===== config.mk =====
export PLATFORM = sky130hd
export DESIGN_NAME = stream_mode_finder_core
export DESIGN_NICKNAME = d
export VERILOG_FILES = /design/src/sv/smf_pkg.sv /design/src/sv/smf_ctrl.sv /design/src/sv/smf_datapath.sv /design/src/sv/stream_mode_finder_core.sv
export SDC_FILE = /design/constraint.sdc
export NUM_CORES = 1
export LEC_CHECK = 0
export BUFFER_PORTS_ARGS = -buffer_cell sky130_fd_sc_hd__buf_2
export CORE_ASPECT_RATIO = 1.25
export CORE_MARGIN = 4
export CORE_UTILIZATION = 50
export CTS_CLUSTER_DIAMETER = 120
export CTS_CLUSTER_SIZE = 20
export DETAILED_ROUTE_END_ITERATION = 10
export PLACE_DENSITY = 0.66
export SLEW_MARGIN = 20
export SYNTH_ARGS = -nofsm -noshare
export SYNTH_HDL_FRONTEND = slang
export SYNTH_SLANG_ARGS = --single-unit

===== constraint.sdc =====
create_clock -name clk -period 12.5 [get_ports clk]
set_clock_uncertainty 0.05 [all_clocks]
set_input_delay 0.625 -clock clk [delete_from_list [all_inputs] [get_ports clk]]
set_output_delay 0.625 -clock clk [all_outputs]
set_load 0.01 [all_outputs]

===== src/sv/smf_pkg.sv =====
// ----------------------------------------------------------------------------
// smf_pkg
// Types and constants shared by the stream mode finder controller, datapath
// and top level.
// ----------------------------------------------------------------------------
package smf_pkg;

  localparam int VALUE_W = 32;
  localparam int MODE_COUNT_W = 16;
  localparam logic [MODE_COUNT_W-1:0] MODE_COUNT_MAX = 16'hFFFF;
  localparam logic signed [VALUE_W-1:0] EMPTY_VALUE = -32'sd1;

  typedef enum logic [1:0] {
    ST_IDLE,
    ST_MATCH,
    ST_UPDATE
  } state_t;

  typedef struct packed {
    logic load;
    logic match;
    logic update;
    logic emit;
  } cmd_t;

  typedef struct packed {
    logic last;
    logic out_blocked;
  } status_t;

endpackage


===== src/sv/smf_ctrl.sv =====
// ----------------------------------------------------------------------------
// smf_ctrl
// Sequencer for the mode finder: accept an item, match it against the table,
// then update the table and emit the result on the last item.
// ----------------------------------------------------------------------------
module smf_ctrl (
  input  logic             clk,
  input  logic             rst,
  input  logic             in_valid,
  output logic             in_stall,
  input  smf_pkg::status_t status,
  output smf_pkg::cmd_t    cmd
);

  smf_pkg::state_t state;
  smf_pkg::state_t state_next;

  always_ff @(posedge clk) begin
    if (rst) begin
      state <= smf_pkg::ST_IDLE;
    end else begin
      state <= state_next;
    end
  end

  always_comb begin
    state_next = state;
    case (state)
      smf_pkg::ST_IDLE: begin
        if (in_valid) state_next = smf_pkg::ST_MATCH;
      end
      smf_pkg::ST_MATCH: begin
        state_next = smf_pkg::ST_UPDATE;
      end
      smf_pkg::ST_UPDATE: begin
        if (!(status.last && status.out_blocked)) state_next = smf_pkg::ST_IDLE;
      end
      default: begin
        state_next = smf_pkg::ST_IDLE;
      end
    endcase
  end

  always_comb begin
    cmd = '0;
    in_stall = 1'b1;
    case (state)
      smf_pkg::ST_IDLE: begin
        in_stall = 1'b0;
        cmd.load = in_valid;
      end
      smf_pkg::ST_MATCH: begin
        cmd.match = 1'b1;
      end
      smf_pkg::ST_UPDATE: begin
        // hold while the previous result still waits
        if (!(status.last && status.out_blocked)) begin
          cmd.update = 1'b1;
          cmd.emit = status.last;
        end
      end
      default: begin
        cmd = '0;
      end
    endcase
  end

endmodule


===== src/sv/smf_datapath.sv =====
// ----------------------------------------------------------------------------
// smf_datapath
// Associative value table with per-entry counts, running mode tracking and
// the result register.
// ----------------------------------------------------------------------------
module smf_datapath #(
  parameter int DISTINCT = 16,
  parameter int COUNT_BITS = 16
) (
  input  logic                                 clk,
  input  logic                                 rst,
  input  smf_pkg::cmd_t                        cmd,
  output smf_pkg::status_t                     status,
  input  logic signed [smf_pkg::VALUE_W-1:0]   value,
  input  logic                                 has_value,
  input  logic                                 last,
  output logic                                 out_valid,
  input  logic                                 out_stall,
  output logic signed [smf_pkg::VALUE_W-1:0]   mode_value,
  output logic [smf_pkg::MODE_COUNT_W-1:0]     mode_count,
  output logic                                 empty_list,
  output logic                                 table_overflow
);

  localparam logic [COUNT_BITS-1:0] COUNT_MAX = {COUNT_BITS{1'b1}};
  localparam int WIDE_W = (COUNT_BITS > smf_pkg::MODE_COUNT_W) ?
                          COUNT_BITS : smf_pkg::MODE_COUNT_W;

  logic signed [smf_pkg::VALUE_W-1:0] value_q;
  logic                               has_q;
  logic                               last_q;

  logic signed [smf_pkg::VALUE_W-1:0] key_store [DISTINCT];
  logic [COUNT_BITS-1:0]              count_store [DISTINCT];
  logic [DISTINCT-1:0]                entry_valid;

  logic signed [smf_pkg::VALUE_W-1:0] best_value;
  logic [COUNT_BITS-1:0]              best_count;
  logic                               overflow_seen;
  logic                               any_seen;

  logic [DISTINCT-1:0] hit_comb;
  logic [DISTINCT-1:0] free_comb;
  logic [DISTINCT-1:0] not_valid;
  logic [DISTINCT-1:0] hit_vec;
  logic [DISTINCT-1:0] free_vec;

  logic [COUNT_BITS-1:0]              sel_count;
  logic                               hit_any;
  logic                               free_any;
  logic [COUNT_BITS-1:0]              c_new;
  logic                               counted;
  logic                               best_update;
  logic [DISTINCT-1:0]                write_en;
  logic                               any_next;
  logic                               overflow_next;
  logic signed [smf_pkg::VALUE_W-1:0] best_value_next;
  logic [COUNT_BITS-1:0]              best_count_next;
  logic [WIDE_W-1:0]                  best_wide;

  assign status.last = last_q;
  assign status.out_blocked = out_valid && out_stall;

  always_ff @(posedge clk) begin
    if (cmd.load) begin
      value_q <= value;
      has_q <= has_value;
      last_q <= last;
    end
  end

  // match against all entries, pick the lowest free one
  always_comb begin
    for (int i = 0; i < DISTINCT; i++) begin
      hit_comb[i] = entry_valid[i] && (key_store[i] == value_q);
    end
  end

  assign not_valid = ~entry_valid;
  assign free_comb = not_valid & (~not_valid + DISTINCT'(1));

  always_ff @(posedge clk) begin
    if (cmd.match) begin
      hit_vec <= hit_comb;
      free_vec <= free_comb;
    end
  end

  always_comb begin
    sel_count = '0;
    for (int i = 0; i < DISTINCT; i++) begin
      sel_count = sel_count | (count_store[i] & {COUNT_BITS{hit_vec[i]}});
    end
  end

  assign hit_any = |hit_vec;
  assign free_any = |free_vec;
  assign c_new = hit_any ? ((sel_count == COUNT_MAX) ? sel_count :
                            COUNT_BITS'(sel_count + 1'b1))
                         : COUNT_BITS'(1);
  assign counted = has_q && (hit_any || free_any);
  assign best_update = counted && (c_new > best_count);
  assign write_en = {DISTINCT{has_q}} & (hit_vec | (free_vec & {DISTINCT{!hit_any}}));

  assign any_next = any_seen || has_q;
  assign overflow_next = overflow_seen || (has_q && !hit_any && !free_any);
  assign best_value_next = best_update ? value_q : best_value;
  assign best_count_next = best_update ? c_new : best_count;
  assign best_wide = WIDE_W'(best_count_next);

  always_ff @(posedge clk) begin
    for (int i = 0; i < DISTINCT; i++) begin
      if (cmd.update && write_en[i]) begin
        key_store[i] <= value_q;
        count_store[i] <= c_new;
      end
    end
  end

  always_ff @(posedge clk) begin
    if (rst || cmd.emit) begin
      entry_valid <= '0;
      best_value <= '0;
      best_count <= '0;
      overflow_seen <= 1'b0;
      any_seen <= 1'b0;
    end else if (cmd.update) begin
      entry_valid <= entry_valid | write_en;
      best_value <= best_value_next;
      best_count <= best_count_next;
      overflow_seen <= overflow_next;
      any_seen <= any_next;
    end
  end

  always_ff @(posedge clk) begin
    if (rst) begin
      out_valid <= 1'b0;
    end else if (cmd.emit) begin
      out_valid <= 1'b1;
    end else if (!out_stall) begin
      out_valid <= 1'b0;
    end
  end

  always_ff @(posedge clk) begin
    if (cmd.emit) begin
      if (any_next) begin
        mode_value <= best_value_next;
        mode_count <= (best_wide > WIDE_W'(smf_pkg::MODE_COUNT_MAX)) ?
                      smf_pkg::MODE_COUNT_MAX : best_wide[smf_pkg::MODE_COUNT_W-1:0];
        empty_list <= 1'b0;
        table_overflow <= overflow_next;
      end else begin
        mode_value <= smf_pkg::EMPTY_VALUE;
        mode_count <= '0;
        empty_list <= 1'b1;
        table_overflow <= 1'b0;
      end
    end
  end

  a_hit_unique: assert property (@(posedge clk) disable iff (rst) $onehot0(hit_comb))
    else $error("value matches more than one table entry");

  a_clear_on_emit: assert property (@(posedge clk) disable iff (rst)
    cmd.emit |=> (entry_valid == '0) && !any_seen && !overflow_seen)
    else $error("table not cleared after result");

  a_no_overwrite: assert property (@(posedge clk) disable iff (rst)
    cmd.emit |-> !(out_valid && out_stall))
    else $error("result register overwritten while stalled");

endmodule


===== src/sv/stream_mode_finder_core.sv =====
// ----------------------------------------------------------------------------
// stream_mode_finder_core
// Streaming mode finder: counts signed values in an associative table and
// reports the most frequent value of each list on its last item.
//
//   channel  direction  handshake           payload
//   in       input      in_valid/in_stall   value, has_value, last
//   out      output     out_valid/out_stall mode_value, mode_count,
//                                           empty_list, table_overflow
//
// Each item passes through accept, parallel match of all DISTINCT entries,
// then table and mode update; the match/update sequencer sets the rate.
// The result is registered in the update step and appears in the cycle after it.
// Reset clears the table valid bits and running state at once.
// A last item waits in its update step while a stalled result is pending.
// ----------------------------------------------------------------------------
module stream_mode_finder_core #(
  parameter int DISTINCT = 16,
  parameter int COUNT_BITS = 16
) (
  input  logic                               clk,
  input  logic                               rst,
  input  logic                               in_valid,
  output logic                               in_stall,
  input  logic signed [smf_pkg::VALUE_W-1:0] value,
  input  logic                               has_value,
  input  logic                               last,
  output logic                               out_valid,
  input  logic                               out_stall,
  output logic signed [smf_pkg::VALUE_W-1:0] mode_value,
  output logic [smf_pkg::MODE_COUNT_W-1:0]   mode_count,
  output logic                               empty_list,
  output logic                               table_overflow
);

  smf_pkg::cmd_t    cmd;
  smf_pkg::status_t status;

  smf_ctrl u_ctrl (
    .clk      (clk),
    .rst      (rst),
    .in_valid (in_valid),
    .in_stall (in_stall),
    .status   (status),
    .cmd      (cmd)
  );

  smf_datapath #(
    .DISTINCT   (DISTINCT),
    .COUNT_BITS (COUNT_BITS)
  ) u_datapath (
    .clk            (clk),
    .rst            (rst),
    .cmd            (cmd),
    .status         (status),
    .value          (value),
    .has_value      (has_value),
    .last           (last),
    .out_valid      (out_valid),
    .out_stall      (out_stall),
    .mode_value     (mode_value),
    .mode_count     (mode_count),
    .empty_list     (empty_list),
    .table_overflow (table_overflow)
  );

endmodule

Word-level counts from Yosys, hierarchy flattened

Memory sizes are Yosys's and may differ from the RTL's.
Cells that the tools add are included.

Bitwise gates (word level): 38
Add/sub/neg operators: 2
Equal/unequal tests: 22
Multiplexer cells: 48
$lt $le $gt $ge: 2
Reductions and logical operators: 48

Operators by type and width:

| operator                                                               | count |
|---|---|
| 32-bit equality test                                                   | 16 |
| 16-bit AND                                                             | 19 |
| 16-bit bitwise OR                                                      | 17 |
| 16-bit two-way mux                                                     | 4 |
| 1-bit logical AND                                                      | 38 |
| 1-bit two-way mux                                                      | 38 |
| 16-bit by 1-bit adder with 16-bit output (second input constant)       | 2 |
| 32-bit two-way mux                                                     | 1 |
| 16-bit inverter                                                        | 2 |
| 16-bit OR reduction                                                    | 2 |
| 16-bit equality test (second input constant)                           | 1 |
| 16-bit > comparator                                                    | 1 |
| 16-bit > comparator (second input constant)                            | 1 |
| 2-bit two-way mux                                                      | 4 |
| 2-bit one-hot mux with 3 select lines                                  | 1 |
| 1-bit logical OR                                                       | 4 |
| 2-bit != test (second input constant)                                  | 2 |
| 2-bit by 1-bit equality test with 1-bit output (second input constant) | 1 |
| 2-bit equality test (second input constant)                            | 1 |
| 1-bit zero test                                                        | 2 |
| 2-bit zero test                                                        | 1 |
| 2-bit by 1-bit != test with 1-bit output (second input constant)       | 1 |
| 2-bit AND reduction                                                    | 1 |

Word-level logic and storage cells: 178
Register bits: 185
RAM bits: 768
Memories: 2

Memory list:

| memory                 | words | width | rd ports | clocked after memory_dff | wr ports | line               | text |
|---|---|---|---|---|---|---|---|
| u_datapath.key_store   | 16    | 32    | 16       | 0                        | 16       | smf_datapath.sv:33 | `logic signed [smf_pkg::VALUE_W-1:0] key_store [DISTINCT];` |
| u_datapath.count_store | 16    | 16    | 16       | 0                        | 16       | smf_datapath.sv:34 | `logic [COUNT_BITS-1:0] count_store [DISTINCT];` |

Longest topological paths before layout

Word-level depth: 24
Gate-level depth with buffers: 22

Modules after synthesis

Synthesis repeated with hierarchy kept, for this count alone.

Cell total of the unflattened synthesis: 2487
Area total of the unflattened synthesis: 38496.9 um2

By module, submodules not included:

| module       | times used | area an instance (um2) | cells each |
|---|---|---|---|
| smf_datapath | 1          | 38375.6                | 2474 |
| smf_ctrl     | 1          | 121.4                  | 13 |

Least setup slack after synthesis

Ideal clock, no wire load.

Path kind: reg2reg
Start: register u_datapath.hit_vec[0]
End: register u_datapath.mode_count[14] (netlist name), data pin
Data required time: 12276 ps
Setup time: 174 ps
Setup slack: 7676 ps
Arrival: 4599 ps
Cell stages (with the launch flop): 20
Path buffers: 5
Clock period less this slack: 4824 ps
Cells stage by stage: edfxtp_1 buf_4 buf_6 a22o_1 a221oi_1 nand4_1 ha_1 nand4_4 buf_6 nand2b_1 mux2i_1 ha_1 nand4_1 or4_1 o211ai_1 and3_1 buf_2 clkbuf_1 o21ai_0 a311oi_1

Longest elaborated chain between the ends: 24

RTL lines:

| what                                                                                    | line                                   | text |
|---|---|---|
| start: declaration                                                                      | smf_datapath.sv:45                     | `logic [DISTINCT-1:0] hit_vec;` |
| start signal: assignment                                                                | smf_datapath.sv:84                     | `hit_vec <= hit_comb;` |
| 16-bit AND                                                                              | smf_datapath.sv:92                     | `sel_count = sel_count \| (count_store[i] & {COUNT_BITS{hit_vec[i]}});` |
| 16-bit bitwise OR (15 in a row)                                                         | smf_datapath.sv:92                     |  |
| 16-bit by 1-bit adder with 16-bit output / 16-bit equality test (equally long branches) | smf_datapath.sv:99, smf_datapath.sv:98 |  |
| 16-bit two-way mux                                                                      | smf_datapath.sv:98                     | `assign c_new = hit_any ? ((sel_count == COUNT_MAX) ? sel_count :` |
| 16-bit two-way mux (*)                                                                  | smf_datapath.sv:98                     |  |
| net u_datapath.c_new[12]                                                                | smf_datapath.sv:51                     | `logic [COUNT_BITS-1:0] c_new;` |
| 16-bit > comparator                                                                     | smf_datapath.sv:102                    | `assign best_update = counted && (c_new > best_count);` |
| 1-bit logical AND                                                                       | smf_datapath.sv:102                    |  |
| 16-bit two-way mux (*)                                                                  | smf_datapath.sv:108                    | `assign best_count_next = best_update ? c_new : best_count;` |
| 16-bit > comparator                                                                     | smf_datapath.sv:150                    | `mode_count <= (best_wide > WIDE_W'(smf_pkg::MODE_COUNT_MAX)) ?` |
| 16-bit two-way mux (*)                                                                  | smf_datapath.sv:150                    |  |
| end signal: assignment                                                                  | smf_datapath.sv:150                    |  |
| end: declaration                                                                        | smf_datapath.sv:20                     | `output logic [smf_pkg::MODE_COUNT_W-1:0] mode_count,` |

The timed path passes the listed nets; every way through them passes the cells marked *.
A chain may end at the register's enable or synchronous reset.

Final worst setup path

Start: register u_datapath.hit_vec[0]
End: register u_datapath.best_count[2]

Longest elaborated chain between the ends: 22

RTL lines:

| what                                                                                    | line                                   | text |
|---|---|---|
| 16-bit AND                                                                              | smf_datapath.sv:92                     |  |
| 16-bit bitwise OR (15 in a row)                                                         | smf_datapath.sv:92                     |  |
| 16-bit by 1-bit adder with 16-bit output / 16-bit equality test (equally long branches) | smf_datapath.sv:99, smf_datapath.sv:98 |  |
| 16-bit two-way mux                                                                      | smf_datapath.sv:98                     |  |
| 16-bit two-way mux (*)                                                                  | smf_datapath.sv:98                     |  |
| net u_datapath.c_new[15]                                                                | smf_datapath.sv:51                     |  |
| 16-bit > comparator (*)                                                                 | smf_datapath.sv:102                    |  |
| 1-bit logical AND (*)                                                                   | smf_datapath.sv:102                    |  |
| 16-bit two-way mux (*)                                                                  | smf_datapath.sv:108                    |  |
| end signal: assignment                                                                  | smf_datapath.sv:130                    | `best_count <= best_count_next;` |
| end: declaration                                                                        | smf_datapath.sv:38                     | `logic [COUNT_BITS-1:0] best_count;` |

Marks and branches as above.

==> flow_summary.ini <==
[run_status]
status = completed

[pwr]
combPwrFrac_pct = 6.3
clkPwrFrac_pct = 32.0
p_sw_uw = 1270
power.share.switching_pct = 21.9
cellLeakagePower_uw = 0.0126
seqPwrFrac_pct = 61.7
cellPowerDensity_nw_per_um2 = 138
internal_power_uw = 4500
peakVddDrop_uv = 105

[sta]
clock.fmax_mhz = 147
setup_slack_ns = 5.68
tightest_slew_ns = 1.08
rsz0062_at_grt = false
fin_tns_setup_ns = 0
hold_viol_final = 0
whs_ns = 0.0951
fin_crit_ns = 6.82
finalMaxSlewViolations = 0
fin_crit_sh_pct = 54.6
finalSetupViolations = 0
relSlewSlack_pct = 27.8

[die]
io_pins = 90
die_h_um = 318
rows = 113
die_x_um = 256
die_area_um2 = 81600
initial_utilization_pct = 50.5
design.core.area_um2 = 76200

[setup_path]
cp_slowest_cell = edfxtp_1
r2r-end = u_datapath.best_count[2]
crit_fanout = 39
setup.worst_path.start_class = flip-flop
endpoint_kind = flip-flop
rrSetupSlack_ns = 5.68
crit_chain = a22o_1 > a221oi_1 > and4_1 > nor4_4 > nand2b_1 > o41ai_1 > nor2b_1 > ha_1 > nand4_1 > or4_1 > o211ai_1 > nand3_2 > buf_4 > nor3_1 > o21ai_0 > o32ai_1
worstPathArrival_ns = 7.33
cpPeakStageDelay_ns = 1.07
reg2reg_depth = 16
required_ns = 13.01
crit_buf_inv = 1
cp_top_family = simple AND/OR/NAND/NOR gates
critPathKind = reg2reg
r2r-start = u_datapath.hit_vec[0]

[clocking]
holdBufCountCts = 0
cts_buffers = 53
cts.reportedPaths.clkPinSlew_ns = 0.09
cts_tree = built
post_cts_buffers = 0
cts_max_level = 2
cts_root_buf = clkbuf_16
clock_path_buffers = 3
clock-sinks = 953
clk_latency_ns = 0.66
cts_resized = 0

[detailed_routing]
routedWlPerCell_um = 26.0
vias = 21400
drtPass1Iterations = 5
via_per_inst = 5.96
drt_wl_total_um = 93300
drt_iter0_markers = 1965
drc = 0
drtAntennaViolNets = 0

[grt]
grt_antenna_before_repair = 1
grt_start_max_net_pins = 67
track_usage_pct = 22.5
overflow = 0
grt_pass1_wl_um = 138000
grt_pass1_vias = 21300

[synth]
syn_area_per_cell_um2 = 15.5
syn_nets = 2543
synth_top_area_cell = edfxtp_1
seq_area_frac_synth_pct = 72.5
ys_types = 69
syn_area_um2 = 38500
async_flop_share_pct = 0
yosys_warnings = 0
synth_cells = 2488
synth_top_area_share_pct = 68.9
synth_ff_type = edfxtp_1
synth-seq-cells = 953
synth-edff-count = 884
synth.area.top_cells = edfxtp_1 69%, xnor2_1 10%, dfxtp_1 3.6%, nand4_1 2.0%, nand2_1 1.6%

[placement]
dp_hpwl_um = 54800
dp_worst_setup_slack_ns = 5.72
dpl_cell_area_um2 = 40200
placement.io_buffers = 89
place_congestion = 0.832

[layout]
antennaDiodeCount = 0
area_growth_pct = 8.46
nets = 2622
fin_util_pct = 54.8
n_fill_cell = 5948
drive_above_1_share_pct = 10.6
fin_area_um2 = 41800

[worst_hold_path]
hold_class = in2reg
hp-start = last
holdPathEnd = u_datapath.last_q
holdPathStages = 1

[flow_run]
maxCapViolCount = 0
worst register-to-register path, cell delays in order (launching register included):
cell	delay (ns)
edfxtp_1	1.07
a22o_1	0.28
a221oi_1	0.06
and4_1	0.38
nor4_4	0.39
nand2b_1	0.17
o41ai_1	0.53
nor2b_1	0.87
ha_1	0.29
nand4_1	0.16
or4_1	0.59
o211ai_1	0.32
nand3_2	0.46
buf_4	0.44
nor3_1	0.39
o21ai_0	0.16
o32ai_1	0.14
Yosys cell counts (13+ instances only):
library cell / number
nand4_1: 124
dfxtp_1: 69
xor2_1: 66
a22oi_1: 17
nand2_1: 167
a22o_1: 54
ha_1: 17
nand3_1: 61
a221oi_1: 56
buf_6: 19
nor2_1: 78
nor4_1: 56
a21oi_1: 68
nor3_1: 20
xnor2_1: 452
buf_1: 22
inv_1: 28
edfxtp_1: 884
and4_1: 13
o21ai_0: 14
clkbuf_1: 76
cell usage in the layout (no fill, tap or decap), types with 3 or more instances in the layout:
master / Yosys / routed
clkbuf_16: 0 / 55
a22o_1: 54 / 54
dfxtp_1: 69 / 69
o21a_1: 4 / 4
clkbuf_1: 76 / 41
xnor2_1: 452 / 450
nand2_1: 167 / 167
nor4_1: 56 / 56
buf_2: 10 / 89
edfxtp_1: 884 / 884
o21ai_0: 14 / 14
a32o_1: 4 / 4
a221oi_1: 56 / 56
nand4_1: 124 / 124
o311ai_0: 5 / 5
inv_1: 28 / 28
nor2_1: 78 / 61
and2_1: 3 / 3
mux2i_1: 6 / 5
ha_1: 17 / 17
o31ai_1: 3 / 3
or4_1: 5 / 5
nand3b_1: 3 / 3
and3_1: 6 / 6
nor2_4: 0 / 17
nand2b_1: 4 / 4
buf_4: 10 / 77
or2_2: 4 / 4
a21oi_1: 68 / 67
nor3b_1: 3 / 3
and4_1: 13 / 13
a211oi_1: 3 / 3
a2111oi_2: 3 / 3
a22oi_1: 17 / 17
nand3_1: 61 / 60
nor2b_1: 7 / 5
xor2_1: 66 / 64
nor3_1: 20 / 20
power groups by stage:
stage | registers (µW) | clock network (µW) | logic, µW
floorplan | 3630 | 0 | 231
detailed placement | 3630 | 0 | 365
global route | 3560 | 2000 | 393
global placement | 3630 | 0 | 355
finish | 3560 | 1840 | 362
CTS | 3560 | 1880 | 366
metrics by stage:
| stage | power, µW | std cells |
|---|---|---|
| finish | 5770 | 3588 |
| global route | 5960 | 3588 |
| detailed placement | 4000 | 3489 |
| CTS | 5800 | 3588 |
| global placement | 3990 | 3489 |
| floorplan | 3860 | 2488 |
metal layers:
metal  GRT usage, %  up-vias  routed length (µm)
li1               -     9455                   -
met1           30.2    10900               37500
met2           38.9      827               47100
met3           2.62      175                5850
met4           6.38        0                2880
met5              0        -                   0
how the worst max path moves through the flow:
stage                          start                         to  slack (ns)  cells past startpoint
2_1_floorplan  u_datapath.hit_vec[0]  u_datapath.mode_count[14]        7.68                     19
3_3_place_gp   u_datapath.hit_vec[5]   u_datapath.best_count[5]        5.99                     15
3_5_place_dp   u_datapath.hit_vec[0]   u_datapath.best_count[2]        5.72                     16
4_1_cts        u_datapath.hit_vec[0]   u_datapath.best_count[2]        5.71                     16
5_1_grt        u_datapath.hit_vec[4]   u_datapath.best_count[2]        5.11                     15
6_report       u_datapath.hit_vec[0]   u_datapath.best_count[2]        5.68                     16
kinds of logic (layout without fill, tap and decap cells):
group	after synthesis	in the layout	synth area share, %
flops	953	953	72.5
fa+ha+maj	17	17	0.552
xor+xnor	518	518	11.8
mux	7	7	0.185
buf+inv	171	294	2.29
simple gates	573	573	7.87
compound gates	249	249	4.83
final cells by class:
class / instances / area, µm² / area share (%)
Sequential cell: 953 / 27900 / 66.8
Clock buffer: 96 / 1530 / 3.66
Timing Repair Buffer: 166 / 1020 / 2.45
Inverter: 29 / 109 / 0.261
Tap cell: 977 / 1220 / 2.93
Multi-Input combinational cell: 1364 / 9900 / 23.7
Clock inverter: 3 / 65.1 / 0.156
registers in the layout, indices dropped and copies added, names as in the netlist, 2 cells and up:
signal / cells
u_datapath.count_store: 256
u_ctrl.state: 2
u_datapath.hit_vec: 16
u_datapath.mode_count: 16
u_datapath.best_value: 32
u_datapath.entry_valid: 16
u_datapath.mode_value: 32
u_datapath.best_count: 16
u_datapath.free_vec: 16
u_datapath.key_store: 512
u_datapath.value_q: 32
(Power assumes the default switching activity.)
